`src/pnd_pkg.sv`:
```
package pnd_pkg;

  localparam int ChanW       = 8;
  localparam int PixW        = 3 * ChanW;
  localparam int CfgW        = 11;
  localparam int DiffW       = 8;
  localparam int InDataW     = PixW;
  localparam int OutDataW    = 2 * DiffW;
  localparam int MaxLineWDef = 1024;

  localparam logic [CfgW-1:0]  LineWidthReset = CfgW'(640);
  localparam logic [DiffW-1:0] DiffMax        = 8'hFF;

  typedef logic [PixW-1:0] pixel_t;

  typedef struct packed {
    pixel_t pix;
    pixel_t left_pix;
    logic   col_zero;
    logic   first_row;
  } pnd_item_t;

  function automatic logic [ChanW-1:0] chan_gap(input logic [ChanW-1:0] a,
                                                input logic [ChanW-1:0] b);
    logic [ChanW-1:0] r;
    if (a > b) begin
      r = a - b;
    end else begin
      r = b - a;
    end
    return r;
  endfunction

  function automatic logic [DiffW-1:0] pixel_gap(input pixel_t p, input pixel_t q);
    logic [ChanW-1:0] best;
    logic [ChanW-1:0] d;
    best = '0;
    for (int c = 0; c < 3; c++) begin
      d = chan_gap(p[c*ChanW +: ChanW], q[c*ChanW +: ChanW]);
      if (d > best) begin
        best = d;
      end
    end
    return DiffW'(best);
  endfunction

endpackage

```
`src/pnd_diff_stage.sv`:
```
module pnd_diff_stage (
  input  logic                          clk_i,
  input  logic                          rst_ni,
  input  logic                          valid_i,
  output logic                          ready_o,
  input  pnd_pkg::pnd_item_t            item_i,
  input  pnd_pkg::pixel_t               up_pix_i,
  output logic                          valid_o,
  input  logic                          ready_i,
  output logic [pnd_pkg::DiffW-1:0]     left_o,
  output logic [pnd_pkg::DiffW-1:0]     up_o
);
  import pnd_pkg::*;

  logic             valid_q;
  logic [DiffW-1:0] left_q, left_d;
  logic [DiffW-1:0] up_q, up_d;

  assign ready_o = !valid_q || ready_i;

  always_comb begin
    left_d = item_i.col_zero  ? DiffMax : pixel_gap(item_i.pix, item_i.left_pix);
    up_d   = item_i.first_row ? DiffMax : pixel_gap(item_i.pix, up_pix_i);
  end

  always_ff @(posedge clk_i or negedge rst_ni) begin
    if (!rst_ni) begin
      valid_q <= 1'b0;
    end else if (ready_o) begin
      valid_q <= valid_i;
    end
  end

  always_ff @(posedge clk_i) begin
    if (ready_o && valid_i) begin
      left_q <= left_d;
      up_q   <= up_d;
    end
  end

  assign valid_o = valid_q;
  assign left_o  = left_q;
  assign up_o    = up_q;

endmodule

```
`config.mk`:
```
export PLATFORM = sky130hd
export DESIGN_NAME = pnd_diff_stage
export DESIGN_NICKNAME = d
export VERILOG_FILES = /design/src/pnd_pkg.sv /design/src/pnd_diff_stage.sv
export SDC_FILE = /design/constraint.sdc
export NUM_CORES = 1
export LEC_CHECK = 0
export ABC_AREA = 1
export BUFFER_PORTS_ARGS = -buffer_cell sky130_fd_sc_hd__buf_4
export CORE_MARGIN = 4
export CORE_UTILIZATION = 61
export DETAILED_ROUTE_END_ITERATION = 16
export PLACE_DENSITY = 0.88
export SLEW_MARGIN = 20
export SYNTH_ARGS = -nofsm -noshare
export SYNTH_HDL_FRONTEND = slang
export SYNTH_SLANG_ARGS = --single-unit
```
`constraint.sdc`:
```
create_clock -name clk_i -period 2.3 [get_ports clk_i]
set_input_delay 0.345 -clock clk_i [delete_from_list [all_inputs] [get_ports clk_i]]
set_output_delay 0.345 -clock clk_i [all_outputs]
set_load 0.01 [all_outputs]
```
==> impl_metrics.ini, run 1 <==
[status]
status = did not finish
stop_stage = global routing (5_1_grt)
error = [ERROR GRT-0116] Global routing finished with congestion. Check the congestion regions in the DRC Viewer.

[yosys]
ys_warn_count = 0
netlist_area_sq_um = 7082
netlist_instances = 1250
yosys-top-cells-count = 492 x nand2_1, 272 x inv_1, 122 x ha_1, 95 x nand3_1, 50 x a21oi_1
ys_types = 33
synthesis.nets = 1462
ys_seq_area_share_pct = 7.138
ys_ff_latch = 17
synth.area.top_cells = nand2_1 26%, ha_1 22%, inv_1 14%
postSynthAreaPerCell_sq_um = 5.665
synth_top_area_share_pct = 26.08
synth-edff-count = 16
yosys_most_used_dff = edfxtp_1
async_reset_ff_share_pct = 5.882
yosysMostFrequentCell = nand2_1
yosysTopAreaCell = nand2_1

[cts]
cts_max_path_buffers = 2
root_buffer = clkbuf_16
cts_max_level = 1
cts_sinks = 17
cts_buffers = 3

[global_routing]
grt_overflow = 154
grt_pass1_wl_microns = 75710
track_usage_pct = 72.54
grt_pass1_vias = 13699
grt_max_degree = 17

[floorplan]
core.rowCount = 39
die_y_microns = 115.7
ios = 96
die_w_microns = 115.7
start_util_pct = 62.29

[placed_design]
portBuffers = 95
dpl.hpwl_microns = 21910
dpl-instance-area_sq_um = 9769
gp_congestion = 0.9894
[kinds of logic after synthesis]
| kind of cell | after synthesis | synth area share (%) |
|---|---|---|
| compound gates | 81 | 6.873 |
| xor+xnor | 30 | 3.710 |
| fa+ha+maj | 134 | 24.95 |
| buf+inv | 296 | 16.33 |
| flops | 17 | 7.138 |
| simple gates | 692 | 41.01 |
[repair_timing]
| action | 4_1_cts |
|---|---|
| hold endpoints to repair | 1 |
| gates cloned | 2 |
| setup endpoints to repair | 16 |
| buffers inserted | 33 |
| pin swaps | 92 |
| gates resized for setup | 202 |
| hold buffers | 1 |
[per-stage QoR]
| stage | instances | util, % | hold WS [ps] | setup WS (ps) |
|---|---|---|---|---|
| 2_1_floorplan | 1250 | - | 49.41 | -1387 |
| 3_3_place_gp | 1699 | 85.92 | 120.4 | -1816 |
| 3_5_place_dp | 1699 | 85.92 | 121.2 | -2108 |
| 4_1_cts | 1739 | 97.37 | 308.2 | -1628 |
[per-layer routing]
layer	overflow	global-route usage (%)
met2	92	95.45
met5	0	10.74
met3	2	50.70
met1	0	67.61
met4	60	83.84
==> run 2, diff against run 1 <==
--- a/config.mk
+++ b/config.mk
@@ -8,9 +8,9 @@
 export ABC_AREA = 1
 export BUFFER_PORTS_ARGS = -buffer_cell sky130_fd_sc_hd__buf_4
 export CORE_MARGIN = 4
-export CORE_UTILIZATION = 61
+export CORE_UTILIZATION = 40
 export DETAILED_ROUTE_END_ITERATION = 16
-export PLACE_DENSITY = 0.88
+export PLACE_DENSITY_LB_ADDON = 0.15
 export SLEW_MARGIN = 20
 export SYNTH_ARGS = -nofsm -noshare
 export SYNTH_HDL_FRONTEND = slang
==> impl_metrics.ini, run 2 <==
[status]
status = finished with violations
violations = negative setup slack

[hold_path]
min_to = valid_o
hold_path_depth = 3
min-delay-start = valid_i
min_path_type = primary input to flop

[sta]
fmax_mhz = 255.8
slew_headroom_pct = 78.00
fin_crit_sh_pct = 170.0
slew_violations = 0
tightest_slew_ps = 330.0
hold_viol = 0
finalWorstSetupSlack_ps = -1609
final.setup_skew_ps = 5.451
fin_crit_ps = 3909
tns_ps = -24770
setup_viol = 16
rsz0062_at_grt = true

[cts]
clk_latency_ps = 250
path_clk_slew_ps = 60
cts_buffers = 3
cts_sinks = 17
cts_max_path_buffers = 2
cts_max_level = 1
root_buffer = clkbuf_16
cts_tree = built

[finish]
final_cell_mix = 413 x nand2_1, 349 x buf_4, 237 x inv_1
nets = 1824
layout_commonest_cell = nand2_1
n_antenna_cell = 0
fin_util_pct = 67.11
layout-drive-gt1-share_pct = 41.22
fillers = 1523
area_growth_syn_to_layout_pct = 63.90

[global_routing]
gr-usage-met2_pct = 42.11
grt_pass1_wl_microns = 38320
grt_max_degree = 17
met3_usage_pct = 1.798
track_usage_pct = 22.64
grt_pass1_vias = 8495
antenna_found_initial = 0
grt_overflow = 0
use_met1_pct = 28.21
top_usage_layer = met2

[yosys]
netlist_instances = 1250
yosys_most_used_dff = edfxtp_1
synth_mux_area_share_pct = 0
yosysMostFrequentCell = nand2_1
postSynthAreaPerCell_sq_um = 5.665
synth-xor-area-share_pct = 3.710
synthAdderAreaFrac_pct = 24.95
ys_ff_latch = 17
ys_types = 33
yosysTopAreaCell = nand2_1
synth_top_family_by_area = simple AND/OR/NAND/NOR gates
synth_top_area_share_pct = 26.08
synth-edff-count = 16
ys_seq_area_share_pct = 7.138
synthesis.nets = 1462
netlist_area_sq_um = 7082
yosys-top-cells-count = 492 x nand2_1, 272 x inv_1, 122 x ha_1, 95 x nand3_1, 50 x a21oi_1
ys_warn_count = 0
async_reset_ff_share_pct = 5.882
synth.area.top_cells = nand2_1 26%, ha_1 22%, inv_1 14%
synth-simple-area-share_pct = 41.01
synth_compound_area_share_pct = 6.873

[setup_path]
slowest_delay_ps = 370
cp.required_ps = 2310
end_kind = flop
startpoint_type = primary input
r2r-start = valid_o
worstPathArrival_ps = 3920
rrSetupSlack_ps = 1150
cp_max_fo = 8
rr_endpoint = up_o[3]
critical_path_class = primary input to flop
crit_path_top_delay_cell = fa_2
cpMostUsedCell = nand2_1
ff2ff_path_depth = 2

[floorplan]
core_sq_um = 17300
start_util_pct = 40.94
die_area_sq_um = 19900
ios = 96
core.rowCount = 48
die_y_microns = 141.1
die_w_microns = 141.1

[route]
drt_pre_antenna_iters = 5
wl_per_cell_microns = 13.04
drc = 0
avgViaCountPerCell = 4.741
via_count = 8705
drtAntennaViolNets = 0
drtIter0Drc = 419
postRouteWirelength_microns = 23940

[power_and_ir_drop]
leakage_uw = 0.006533
powerDensity_nw_per_um2 = 627.6
ir_worst_vdd_mv = 0.4770
total_power_uw = 7285

[placed_design]
portBuffers = 95
gp_congestion = 0.9080
dpl.hpwl_microns = 18970

[run]
maxCapViolCount = 0
[run 2: critical path, delay by kind of cell]
kind	cells	cell delay, ps
AO/OA/AOI/OAI	1	70
adder cells (fa/ha/maj)	4	970
buffers and inverters	9	760
AND/OR/NAND/NOR	22	1760
[run 2: final cells by class]
| type | count | area, sq um | area share, % |
|---|---|---|---|
| sequential | 17 | 505.5 | 4.355 |
| clock buffer | 3 | 75.07 | 0.6468 |
| tap | 225 | 281.5 | 2.425 |
| multi-input combinational | 940 | 6764 | 58.27 |
| clock inverter | 1 | 5.005 | 0.04312 |
| timing repair buffer | 370 | 2877 | 24.78 |
| inverter | 280 | 1100 | 9.475 |
[run 2: what timing repair did]
item                                   4_1_cts  5_1_grt
hold buffers                                 1        0
cloned                                       3        0
buffers inserted                            31       14
setup endpoints to repair                   16       16
gates resized for setup                    166      107
pin swaps                                   96       95
endpoints found under the hold margin        1        0
[run 2: worst max path at each step]
| stage | startpoint | end | slack (ps) | cells past startpoint |
|---|---|---|---|---|
| 2_1_floorplan | item_i[26] | up_o[0] | -1390 | 30 |
| 3_3_place_gp | item_i[34] | up_o[0] | -1930 | 25 |
| 3_5_place_dp | item_i[40] | left_o[7] | -2000 | 32 |
| 4_1_cts | item_i[34] | up_o[0] | -1480 | 34 |
| 5_1_grt | item_i[26] | left_o[1] | -1880 | 36 |
| 6_report | item_i[26] | left_o[1] | -1610 | 36 |
[run 2: metrics by stage]
stage,instance area [sq um],instances,hold slack (ps),worst slack [ps]
floorplan,7289,1250,49.41,-1387
global placement,9891,1783,121.2,-1931
detailed placement,9891,1783,121.6,-2004
CTS,11000,1822,317.6,-1478
global route,11610,1836,334.8,-1877
finish,11610,1836,333.3,-1609
[run 2: report_power, final]
group	switching, uW	internal (uW)
logic	3450	2960
registers	36.5	478
clock network	129	233
total	3610	3670
[run 2: logic make-up (layout without fill, tap and decap cells)]
| kind of cell | Yosys count | count (layout) |
|---|---|---|
| adders and majority gates | 134 | 134 |
| and+or+nand+nor | 692 | 694 |
| buffers and inverters | 296 | 654 |
| xor gates and xnor gates | 30 | 30 |
| AOI/OAI and AO/OA | 81 | 82 |
| DFF | 17 | 17 |
[run 2: metal layers]
metal | routed length (microns) | vias to the layer above
li1 | - | 4547
met1 | 10020 | 3910
met2 | 12400 | 204
met3 | 935 | 44
met4 | 587 | 0
met5 | 0 | -
Power figures use the tool's default switching activity.
